File: src/rtl/core/http_chunked_body_decoder_unit_defines.svh
// Assertion macros for the chunked body decoder.
// Uses clk and rst_n of the module that includes this file.
`ifndef HTTP_CHUNKED_BODY_DECODER_UNIT_DEFINES_SVH
`define HTTP_CHUNKED_BODY_DECODER_UNIT_DEFINES_SVH

// Property holds on the same edge as its antecedent.
`define HCBD_ASSERT_SAME(lbl, ante, cons, msg) \
    lbl: assert property (@(posedge clk) disable iff (!rst_n) (ante) |-> (cons)) \
        else $error(msg);

// Property holds on the edge after its antecedent.
`define HCBD_ASSERT_NEXT(lbl, ante, cons, msg) \
    lbl: assert property (@(posedge clk) disable iff (!rst_n) (ante) |=> (cons)) \
        else $error(msg);

`endif

File: src/rtl/core/hcbd_pkg.sv
// Shared codes and helpers for the chunked body decoder.
// No dependencies.
package hcbd_pkg;

    localparam int unsigned PHASE_W = 3;
    localparam int unsigned BODY_W  = 24;

    localparam logic [PHASE_W-1:0] PH_SIZE      = 3'd0;
    localparam logic [PHASE_W-1:0] PH_SIZE_LF   = 3'd1;
    localparam logic [PHASE_W-1:0] PH_SIZE_SKIP = 3'd2;
    localparam logic [PHASE_W-1:0] PH_DATA      = 3'd3;
    localparam logic [PHASE_W-1:0] PH_DATA_SKIP = 3'd4;

    localparam logic [1:0] KIND_DATA  = 2'd0;
    localparam logic [1:0] KIND_DONE  = 2'd1;
    localparam logic [1:0] KIND_ERROR = 2'd2;

    localparam logic [7:0] CH_SEMI = 8'h3B;
    localparam logic [7:0] CH_CR   = 8'h0D;
    localparam logic [7:0] CH_LF   = 8'h0A;

    localparam logic [BODY_W-1:0] MAX_BODY_RESET = 24'hFFFFFF;

    typedef struct packed {
        logic       ok;
        logic [3:0] value;
    } hex_digit_t;

    function automatic hex_digit_t hex_decode(input logic [7:0] b);
        hex_digit_t r;
        r.ok    = 1'b1;
        r.value = 4'd0;
        if (b >= 8'h30 && b <= 8'h39)
        begin
            r.value = 4'(b - 8'h30);
        end
        else if (b >= 8'h61 && b <= 8'h66)
        begin
            r.value = 4'(b - 8'h57);
        end
        else if (b >= 8'h41 && b <= 8'h46)
        begin
            r.value = 4'(b - 8'h37);
        end
        else
        begin
            r.ok = 1'b0;
        end
        return r;
    endfunction

endpackage

File: src/rtl/core/http_chunked_body_decoder_unit.sv
// Chunked body decoder: one stream byte per beat, at most one result per beat.
// The accepted byte is held in byte_reg; its result goes to output registers.
// Throughput: one byte per cycle from the update stage unless out_stall blocks.
// Reset (rst_n low, asynchronous): decoder returns to a fresh size line,
// body count zero, max_body_bytes register to 0xFFFFFF; output empties.
// Depends on hcbd_pkg and http_chunked_body_decoder_unit_defines.svh.
`include "http_chunked_body_decoder_unit_defines.svh"

module http_chunked_body_decoder_unit
    import hcbd_pkg::*;
#(
    parameter int unsigned SIZE_DIGITS = 4
)
(
    input  logic              clk,
    input  logic              rst_n,
    input  logic              cfg_valid,
    output logic              cfg_ready,
    input  logic [BODY_W-1:0] max_body_bytes,
    input  logic              in_valid,
    output logic              in_stall,
    input  logic [7:0]        stream_byte,
    output logic              out_valid,
    input  logic              out_stall,
    output logic [1:0]        result_kind,
    output logic [7:0]        payload_byte,
    output logic [BODY_W-1:0] body_length
);

    localparam int unsigned ACC_W = 4 * SIZE_DIGITS;
    localparam int unsigned DC_W  = $clog2(SIZE_DIGITS + 1);
    localparam int unsigned SUM_W = ((ACC_W > BODY_W) ? ACC_W : BODY_W) + 1;

    logic [BODY_W-1:0]  max_body_reg;

    logic               in_valid_reg;
    logic [7:0]         byte_reg;

    logic [PHASE_W-1:0] phase_reg, phase_next;
    logic [DC_W-1:0]    digit_count_reg, digit_count_next;
    logic               still_hex_reg, still_hex_next;
    logic [ACC_W-1:0]   acc_reg, acc_next;
    logic [ACC_W-1:0]   remaining_reg, remaining_next;
    logic [1:0]         lec_reg, lec_next;
    logic [BODY_W-1:0]  body_count_reg, body_count_next;

    logic               out_valid_reg, out_valid_next;
    logic [1:0]         kind_reg;
    logic [7:0]         payload_reg;
    logic [BODY_W-1:0]  length_reg;

    logic               emit;
    logic [1:0]         emit_kind;
    logic [7:0]         emit_payload;
    logic [BODY_W-1:0]  emit_length;

    logic               out_free;
    logic               advance;
    logic               accept;
    logic               load_out;

    hex_digit_t         hd;
    logic [DC_W-1:0]    dc_inc;
    logic [1:0]         lec_track;
    logic               line_done;
    logic               have_digit;
    logic [SUM_W-1:0]   sum_len;
    logic [BODY_W-1:0]  body_inc;
    logic [ACC_W-1:0]   rem_dec;

    assign cfg_ready = 1'b1;

    assign hd        = hex_decode(byte_reg);
    assign dc_inc    = digit_count_reg + DC_W'(1);
    assign body_inc  = body_count_reg + BODY_W'(1);
    assign rem_dec   = (remaining_reg != '0) ? (remaining_reg - ACC_W'(1)) : remaining_reg;
    assign have_digit = still_hex_reg ? (digit_count_reg != '0) : 1'b1;
    assign sum_len   = SUM_W'(body_count_reg) + SUM_W'(acc_reg);

    always_comb
    begin
        if (byte_reg == CH_CR)
        begin
            lec_track = 2'd1;
        end
        else if (byte_reg == CH_LF)
        begin
            lec_track = (lec_reg == 2'd0) ? 2'd1 : 2'd2;
        end
        else
        begin
            lec_track = 2'd0;
        end
    end

    assign line_done = (lec_track == 2'd2);

    always_comb
    begin
        phase_next       = phase_reg;
        digit_count_next = digit_count_reg;
        still_hex_next   = still_hex_reg;
        acc_next         = acc_reg;
        remaining_next   = remaining_reg;
        lec_next         = lec_reg;
        body_count_next  = body_count_reg;
        emit             = 1'b0;
        emit_kind        = KIND_DATA;
        emit_payload     = 8'd0;
        emit_length      = body_count_reg;

        case (phase_reg)
            PH_SIZE:
            begin
                if (byte_reg == CH_SEMI)
                begin
                    phase_next = PH_SIZE_SKIP;
                    lec_next   = 2'd0;
                end
                else if (byte_reg == CH_CR)
                begin
                    phase_next = PH_SIZE_LF;
                end
                else
                begin
                    if (still_hex_reg)
                    begin
                        if (hd.ok)
                        begin
                            acc_next = (acc_reg << 4) | ACC_W'(hd.value);
                        end
                        else
                        begin
                            still_hex_next = 1'b0;
                        end
                    end
                    digit_count_next = dc_inc;
                    if (dc_inc >= DC_W'(SIZE_DIGITS))
                    begin
                        phase_next = PH_SIZE_SKIP;
                        lec_next   = 2'd0;
                    end
                end
            end
            PH_SIZE_LF, PH_SIZE_SKIP:
            begin
                if (phase_reg == PH_SIZE_SKIP)
                begin
                    lec_next = lec_track;
                end
                if (phase_reg == PH_SIZE_LF && byte_reg != CH_LF)
                begin
                    emit      = 1'b1;
                    emit_kind = KIND_ERROR;
                end
                else if (phase_reg == PH_SIZE_LF || line_done)
                begin
                    if (!have_digit || acc_reg == '0)
                    begin
                        emit      = 1'b1;
                        emit_kind = KIND_DONE;
                    end
                    else if (sum_len > SUM_W'(max_body_reg))
                    begin
                        emit      = 1'b1;
                        emit_kind = KIND_ERROR;
                    end
                    else
                    begin
                        remaining_next = acc_reg;
                        phase_next     = PH_DATA;
                    end
                end
                if (emit)
                begin
                    phase_next       = PH_SIZE;
                    digit_count_next = '0;
                    still_hex_next   = 1'b1;
                    acc_next         = '0;
                    remaining_next   = '0;
                    lec_next         = 2'd0;
                    body_count_next  = '0;
                end
            end
            PH_DATA:
            begin
                body_count_next = body_inc;
                remaining_next  = rem_dec;
                if (rem_dec == '0)
                begin
                    phase_next = PH_DATA_SKIP;
                    lec_next   = 2'd0;
                end
                emit         = 1'b1;
                emit_kind    = KIND_DATA;
                emit_payload = byte_reg;
                emit_length  = body_inc;
            end
            PH_DATA_SKIP:
            begin
                lec_next = lec_track;
                if (line_done)
                begin
                    phase_next       = PH_SIZE;
                    digit_count_next = '0;
                    still_hex_next   = 1'b1;
                    acc_next         = '0;
                    lec_next         = 2'd0;
                end
            end
            default:
            begin
                phase_next       = PH_SIZE;
                digit_count_next = '0;
                still_hex_next   = 1'b1;
                acc_next         = '0;
                remaining_next   = '0;
                lec_next         = 2'd0;
                body_count_next  = '0;
            end
        endcase
    end

    assign out_free = !out_valid_reg || !out_stall;
    assign advance  = in_valid_reg && (out_free || !emit);
    assign in_stall = in_valid_reg && !advance;
    assign accept   = in_valid && !in_stall;
    assign load_out = advance && emit;

    always_comb
    begin
        if (load_out)
        begin
            out_valid_next = 1'b1;
        end
        else if (out_stall)
        begin
            out_valid_next = out_valid_reg;
        end
        else
        begin
            out_valid_next = 1'b0;
        end
    end

    always_ff @(posedge clk or negedge rst_n)
    begin
        if (!rst_n)
        begin
            max_body_reg    <= MAX_BODY_RESET;
            in_valid_reg    <= 1'b0;
            phase_reg       <= PH_SIZE;
            digit_count_reg <= '0;
            still_hex_reg   <= 1'b1;
            acc_reg         <= '0;
            remaining_reg   <= '0;
            lec_reg         <= 2'd0;
            body_count_reg  <= '0;
            out_valid_reg   <= 1'b0;
        end
        else
        begin
            if (cfg_valid && cfg_ready)
            begin
                max_body_reg <= max_body_bytes;
            end
            if (accept)
            begin
                in_valid_reg <= 1'b1;
            end
            else if (advance)
            begin
                in_valid_reg <= 1'b0;
            end
            if (advance)
            begin
                phase_reg       <= phase_next;
                digit_count_reg <= digit_count_next;
                still_hex_reg   <= still_hex_next;
                acc_reg         <= acc_next;
                remaining_reg   <= remaining_next;
                lec_reg         <= lec_next;
                body_count_reg  <= body_count_next;
            end
            out_valid_reg <= out_valid_next;
        end
    end

    always_ff @(posedge clk)
    begin
        if (accept)
        begin
            byte_reg <= stream_byte;
        end
        if (load_out)
        begin
            kind_reg    <= emit_kind;
            payload_reg <= emit_payload;
            length_reg  <= emit_length;
        end
    end

    assign out_valid    = out_valid_reg;
    assign result_kind  = kind_reg;
    assign payload_byte = payload_reg;
    assign body_length  = length_reg;

    `HCBD_ASSERT_SAME(a_kind_legal, out_valid_reg,
        kind_reg == KIND_DATA || kind_reg == KIND_DONE || kind_reg == KIND_ERROR,
        "illegal result kind")
    `HCBD_ASSERT_SAME(a_payload_zero, out_valid_reg && kind_reg != KIND_DATA,
        payload_reg == 8'd0, "payload set on done or error beat")
    `HCBD_ASSERT_SAME(a_data_remaining, phase_reg == PH_DATA,
        remaining_reg != '0, "data phase with nothing remaining")
    `HCBD_ASSERT_NEXT(a_restart, load_out && emit_kind != KIND_DATA,
        phase_reg == PH_SIZE && body_count_reg == '0, "no restart after done or error")
    `HCBD_ASSERT_NEXT(a_out_hold, out_valid_reg && out_stall,
        out_valid_reg && $stable(length_reg), "stalled result lost")

endmodule
File: config.mk
export PLATFORM = sky130hd
export DESIGN_NAME = http_chunked_body_decoder_unit
export DESIGN_NICKNAME = d
export VERILOG_FILES = /design/src/rtl/core/hcbd_pkg.sv /design/src/rtl/core/http_chunked_body_decoder_unit.sv
export VERILOG_INCLUDE_DIRS = /design/src /design/src/rtl/core
export SDC_FILE = /design/constraint.sdc
export NUM_CORES = 1
export LEC_CHECK = 0
export ABC_AREA = 1
export BUFFER_PORTS_ARGS = -buffer_cell sky130_fd_sc_hd__buf_4
export CAP_MARGIN = 20
export CORE_ASPECT_RATIO = 0.6
export CORE_MARGIN = 4
export CORE_UTILIZATION = 60
export CTS_CLUSTER_SIZE = 24
export DETAILED_ROUTE_END_ITERATION = 8
export GPL_ROUTABILITY_DRIVEN = 0
export PLACE_DENSITY_LB_ADDON = 0.08
export SYNTH_ARGS = -nofsm -noshare
export SYNTH_HDL_FRONTEND = slang
export SYNTH_SLANG_ARGS = --single-unit
File: constraint.sdc
create_clock -name clk -period 6.6 [get_ports clk]
set_input_delay 0.33 -clock clk [delete_from_list [all_inputs] [get_ports clk]]
set_output_delay 0.33 -clock clk [all_outputs]
set_load 0.005 [all_outputs]
=== Word-level counts from Yosys, hierarchy flattened ===
Cells that the tools add are included.

* Bitwise operators: 5
* Order comparisons: 8
* Muxes and demuxes: 71
* Add/subtract/negate cells: 7
* Eq/ne operators: 25
* Reductions and logical operators: 34

{| class="wikitable"
|+ Operators with widths
! kind !! number
|-
| two-way mux 16 bit || 12
|-
| case mux 24 bit (3 select lines) || 1
|-
| case mux 16 bit (4 select lines) || 1
|-
| two-way mux 24 bit || 2
|-
| case mux 16 bit (3 select lines) || 1
|-
| two-way mux 3 bit || 13
|-
| zero test 16 bit || 2
|-
| two-way mux 2 bit || 14
|-
| adder 24 x 16 -> 25 bit || 1
|-
| greater-than comparator 25 x 24 -> 1 bit || 1
|-
| adder 24 x 1 -> 24 bit, second input constant || 1
|-
| case mux 3 bit (4 select lines) || 2
|-
| != test 3 bit, second input constant || 7
|-
| two-way mux 1 bit || 19
|-
| equality test 8 x 4 -> 1 bit, second input constant || 2
|-
| >= comparator 8 x 7 -> 1 bit, second input constant || 2
|-
| <= comparator 8 x 7 -> 1 bit, second input constant || 2
|-
| OR 16 x 4 -> 16 bit || 1
|-
| AND reduction 8 bit || 2
|-
| nonzero test 16 bit || 1
|-
| subtractor 16 x 1 -> 16 bit, second input constant || 1
|-
| != test 2 bit, second input constant || 7
|-
| two-way mux 4 bit || 3
|-
| AND reduction 6 bit || 2
|-
| other kinds (29) || 50
|}

* Flip-flop bits (word level): 133
* Output and inout bits: 37

=== Longest topological paths before layout ===
* Word-level depth: 18
* Mapped depth: 33

=== Least setup slack after synthesis ===
OpenSTA, ideal clock, no wires.

* Kind: register -> register
* Start: register body_count_reg[2]
* End: register length_reg[0] (netlist: body_length[0]), enable pin
* Setup slack: 1.960 ns
* Arrival: 4.251 ns
* Cell stages (with the launch flop): 29
* Clock period less this slack: 4.640 ns
* Path buffers: 1
* Path through: dfrtp_1 > ha_1 > nand3_1 > nand2_1 > a21oi_1 > o21bai_1 > nand2_1 > nand2_1 > nand2_1 > nand2_1 > nand2_1 > nand2_1 > nand3_1 > and2_1 > nor2_1 > nand3_1 > xor2_1 > ha_1 > nand2_1 > nor4_1 > nand4_1 > nand2_2 > nand2_2 > nand2_4 > nand2_4 > a31oi_2 > buf_4 > nand3_1 > inv_1

* Cells in the longest elaborated chain, start to end: 12

{| class="wikitable"
|+ RTL lines
! item !! RTL line !! RTL
|-
| from (decl) || http_chunked_body_decoder_unit.sv:45 || <nowiki>logic [BODY_W-1:0] body_count_reg, body_count_next;</nowiki>
|-
| from (signal assigned) || http_chunked_body_decoder_unit.sv:283 || <nowiki>body_count_reg <= body_count_next;</nowiki>
|-
| adder 24 x 16 -> 25 bit (*) || http_chunked_body_decoder_unit.sv:78 || <nowiki>assign sum_len = SUM_W'(body_count_reg) + SUM_W'(acc_reg);</nowiki>
|-
| greater-than comparator 25 x 24 -> 1 bit (*) || http_chunked_body_decoder_unit.sv:163 || <nowiki>else if (sum_len > SUM_W'(max_body_reg))</nowiki>
|-
| two-way mux 1 bit (*) || http_chunked_body_decoder_unit.sv:163 ||
|-
| two-way mux 1 bit (*) || http_chunked_body_decoder_unit.sv:158 || <nowiki>if (!have_digit || acc_reg == '0)</nowiki>
|-
| two-way mux 1 bit (*) || http_chunked_body_decoder_unit.sv:156 || <nowiki>else if (phase_reg == PH_SIZE_LF || line_done)</nowiki>
|-
| two-way mux 1 bit (*) || http_chunked_body_decoder_unit.sv:151 || <nowiki>if (phase_reg == PH_SIZE_LF && byte_reg != CH_LF)</nowiki>
|-
| two-way mux 1 bit (*) || http_chunked_body_decoder_unit.sv:112 || <nowiki>case (phase_reg)</nowiki>
|-
| case mux 1 bit (2 select lines) (*) || http_chunked_body_decoder_unit.sv:112 ||
|-
| zero test 1 bit || http_chunked_body_decoder_unit.sv:225 || <nowiki>assign advance = in_valid_reg && (out_free || !emit);</nowiki>
|-
| logical OR 1 bit || http_chunked_body_decoder_unit.sv:225 ||
|-
| logical AND 1 bit || http_chunked_body_decoder_unit.sv:225 ||
|-
| logical AND 1 bit (*) || http_chunked_body_decoder_unit.sv:228 || <nowiki>assign load_out = advance && emit;</nowiki>
|-
| via load_out || http_chunked_body_decoder_unit.sv:60 || <nowiki>logic load_out;</nowiki>
|-
| to (signal assigned) || http_chunked_body_decoder_unit.sv:299 || <nowiki>length_reg <= emit_length;</nowiki>
|-
| to (decl) || http_chunked_body_decoder_unit.sv:50 || <nowiki>logic [BODY_W-1:0] length_reg;</nowiki>
|}

The timed path passes the listed nets; every way through them passes the cells marked *. The select of a mux whose other input is x is not followed.
A chain may end at the register's enable or synchronous reset.

=== Worst setup path in the final report ===
* Start: register body_count_reg[2]
* End: register digit_count_reg[0]

* Cells in the longest elaborated chain, start to end: 12
* Elaborated cells on any way between the ends: 13
* Those cells by class: 1 x add/sub; 1 x order compare; 1 x eq/ne; 6 x mux; 4 x reduce/logical

{| class="wikitable"
|+ RTL lines
! item !! RTL line !! RTL
|-
| adder 24 x 16 -> 25 bit (*) || http_chunked_body_decoder_unit.sv:78 ||
|-
| greater-than comparator 25 x 24 -> 1 bit (*) || http_chunked_body_decoder_unit.sv:163 ||
|-
| two-way mux 1 bit (*) || http_chunked_body_decoder_unit.sv:163 ||
|-
| two-way mux 1 bit (*) || http_chunked_body_decoder_unit.sv:158 ||
|-
| two-way mux 1 bit (*) || http_chunked_body_decoder_unit.sv:156 ||
|-
| two-way mux 1 bit (*) || http_chunked_body_decoder_unit.sv:151 ||
|-
| two-way mux 1 bit (*) || http_chunked_body_decoder_unit.sv:112 ||
|-
| case mux 1 bit (2 select lines) || http_chunked_body_decoder_unit.sv:112 ||
|-
| zero test 1 bit || http_chunked_body_decoder_unit.sv:225 ||
|-
| logical OR 1 bit || http_chunked_body_decoder_unit.sv:225 ||
|-
| logical AND 1 bit || http_chunked_body_decoder_unit.sv:225 ||
|-
| AND reduction 6 bit (no line) (*) || - ||
|-
| to (signal assigned) || http_chunked_body_decoder_unit.sv:278 || <nowiki>digit_count_reg <= digit_count_next;</nowiki>
|-
| to (decl) || http_chunked_body_decoder_unit.sv:40 || <nowiki>logic [DC_W-1:0] digit_count_reg, digit_count_next;</nowiki>
|}

Every way passes the cells marked *; elsewhere a longest branch is shown, timed or not. The select of a mux whose other input is x is not followed.

==> reports/qor.txt <==
Drt total wl - 20.6 mm
Power Density - 406 mW/mm^2
DR iter-0 viols - 717
Crit path depth - 32
CP bufs+invs - 4
Dpl hpwl - 15.3 mm
Internal Pwr Total - 2130 uW
GRT Util Overall - 26.0%
Clk sinks - 133
N_diodes - 0
Sum of negative setup slack - 0 ps
Clock Root Buffer - clkbuf_16
TritonCTS Buffers - 17
Clk_skew - 12.3 ps
DR vias - 7355
Area after DPL - 0.00911 mm^2
Worst-Skew Late Latency - 430 ps
Drt wl/cell - 15.4 um
Max stage delay on crit path - 720 ps
Syn Nets - 1155
Reg2reg setup slack - 1370 ps
Post-Syn Area - 0.00848 mm^2
Post-synth EDFFs - 42
Max-cap violations - 0
Area contributors post-synth - dfrtp_1, edfxtp_1, nand2_1
Reg-to-Reg Start - body_count_reg[2]
Vias in the first global route - 6492
Worst Path Arrival - 5550 ps
Pre-Repair DR Iteration Count - 5
Ys flop type - dfrtp_1
First-pass GRT wire length - 33.3 mm
CP top delay family - simple AND/OR/NAND/NOR gates
Max frequency - 191 MHz
Worst-path clk slew - 70 ps
Width of the chip - 161 um
Via density per instance - 5.49
Req. time, crit path - 6920 ps
Die ar. - 0.0162 mm^2
Switching Fraction - 45.8%
Flop pwr share - 28.6%
Share of post-route cells with drive strength above 1 - 15.1%
CTS tree - done
Post-synthesis cell type count - 51
CP Launch Type - flop
Seq/Total Area, Yosys - 42.1%
Worst hold path depth - 1
Worst-path fanout max - 22
Reg2reg path depth - 32
Congestion Overflow GR - 0
Leakage - 0.00476 uW
Mapped Cells - 1068
Initial antenna violation count - 0
Clock power share - 23.3%
Core area - 0.0137 mm^2
Initial cell density of the core - 61.6%
Ys async rst share - 68.4%
NetSw - 1800 uW
Setup crit end kind - flop
IO Pins - 74
Fin area - 0.00968 mm^2
Post-CTS setup buffers - 0
Slew of the pin with the lowest slew margin - 939 ps
Status - finished clean
Terminus of the critical flop-to-flop path - digit_count_reg[0]
Port bufs - 72
Final Cycle Share - 79.2%
Worst Setup SP - body_count_reg[2]
Most frequent cell on the critical path - nand2_1
Top-area cell type share of the netlist area - 19.5%
CTS H-tree depth - 4
Critical Path Slowest Stage Cell - nor2_2
Largest area contributor in the netlist - dfrtp_1
Yosys reg bits - 133
Residual DRC count - 0
Area delta synth->final - 14.2%
HP Class - primary input to flop
Die span in y - 100 um
Mean Syn Cell Area - 7.94 um^2
Post-route minimum period - 5230 ps
Nets - 1221
Final max-slew violation count - 0
# setup viols final - 0
Peak VDD IR - 0.282 mV
Final hold violation count - 0
Clk buf depth - 2
Comb power frac - 48.1%
RSZ-0062 raised after global routing - no
Warnings, synthesis - 0
CP Class - flop to flop
Antenna Nets Post-Route - 0
Rows - 33
Largest net degree at the start of global routing - 74
Max transition margin - 37.4%
Worst Setup EP - digit_count_reg[0]
[metrics by stage]
| stage | instances | utilization [%] | hold WS (ps) | power [uW] | setup slack (ps) |
|---|---|---|---|---|---|
| after floorplan | 1068 | - | 34.4 | 2540 | 1960 |
| after global placement | 1306 | 66.3 | 215 | 2940 | 1700 |
| after detailed placement | 1306 | 66.3 | 218 | 2970 | 1520 |
| after CTS | 1339 | 70.4 | 69.8 | 3890 | 1450 |
| after global routing | 1339 | 70.4 | 65.5 | 4200 | 966 |
| final | 1339 | 70.4 | 72.0 | 3930 | 1370 |
[Yosys cell counts (all sizes together) (2+ instances only)]
master	n
nand2	246
inv	146
nor2	97
o21ai	97
nand3	93
dfrtp	66
ha	49
edfxtp	42
a21oi	33
dfstp	25
xor2	24
nor3	23
nand4	20
buf	19
o21bai	18
o22ai	16
clkbuf	13
or2	7
xnor2	6
a31oi	5
nand3b	5
nor4	5
a21o	3
o211ai	2
[layer usage]
layer / part of all wire (%) / GRT usage [%] / vias to the layer above / wire length (um)
li1: - / - / 3685 / -
met1: 51 / 42.9 / 3293 / 10600
met2: 38 / 34.3 / 361 / 7880
met3: 9.8 / 5.99 / 16 / 2020
met4: 0.83 / 5.11 / 0 / 172
met5: 0 / 0 / - / 0
[layout make-up]
type / count / area, um^2
Fill cell: 1103 / 4070
Inverter: 146 / 548
Tap cell: 192 / 240
Multi-Input combinational cell: 757 / 4170
Clock inverter: 15 / 138
Sequential cell: 133 / 3570
Timing Repair Buffer: 79 / 596
Clock buffer: 17 / 425
[power groups by stage]
stage	clock (uW)	sequential, uW	combinational, uW
after CTS	915	1120	1850
after floorplan	0	1110	1440
final	914	1120	1890
after global routing	949	1140	2110
after global placement	0	1140	1810
after detailed placement	0	1140	1830
[layout by cell type (no fill, tap or decap), types with 4 or more instances in the layout]
cell       Yosys  layout
nand4_1       17      17
nor3_1        18      18
edfxtp_1      42      42
o21ai_1       19      19
nor4_1         4       4
nand2_1      234     234
or2_2          6       6
xor2_1        24      24
dfstp_2       25      25
o22ai_1       16      16
nand3_1       91      91
clkbuf_16      0      17
o21ai_0       75      75
inv_6          0       6
dfrtp_1       66      66
a21oi_1       33      33
nor2_1        95      95
nand2_2       10      10
ha_1          49      49
inv_1        145     145
buf_4          4      78
xnor2_1        6       6
nand3b_1       5       5
a31oi_1        4       4
o21bai_1      18      18
[worst min-delay path by stage]
stage | from | end | slack, ps
finish | stream_byte[7] | byte_reg[7] | 70
global route | stream_byte[5] | byte_reg[5] | 70
CTS | stream_byte[3] | byte_reg[3] | 70
detailed placement | rst_n | body_count_reg[19] | 220
global placement | rst_n | body_count_reg[19] | 220
floorplan | rst_n | acc_reg[0] | 30
[logic make-up after synthesis]
family	synth area share, %
AND/OR/NAND/NOR	26.4
AO/OA/AOI/OAI	11.9
buffers and inverters	8.80
flip-flops	42.1
adder cells (fa/ha/maj)	7.47
XOR/XNOR	3.10
other	0.0442
multiplexers	0.133
[what timing repair did]
| item | CTS | global route |
|---|---|---|
| setup endpoints to repair | 0 | 0 |
| endpoints found under the hold margin | 18 | 0 |
| gates resized for setup | 0 | 0 |
| hold buffers | 1 | 0 |
Power figures use the tool's default switching activity.
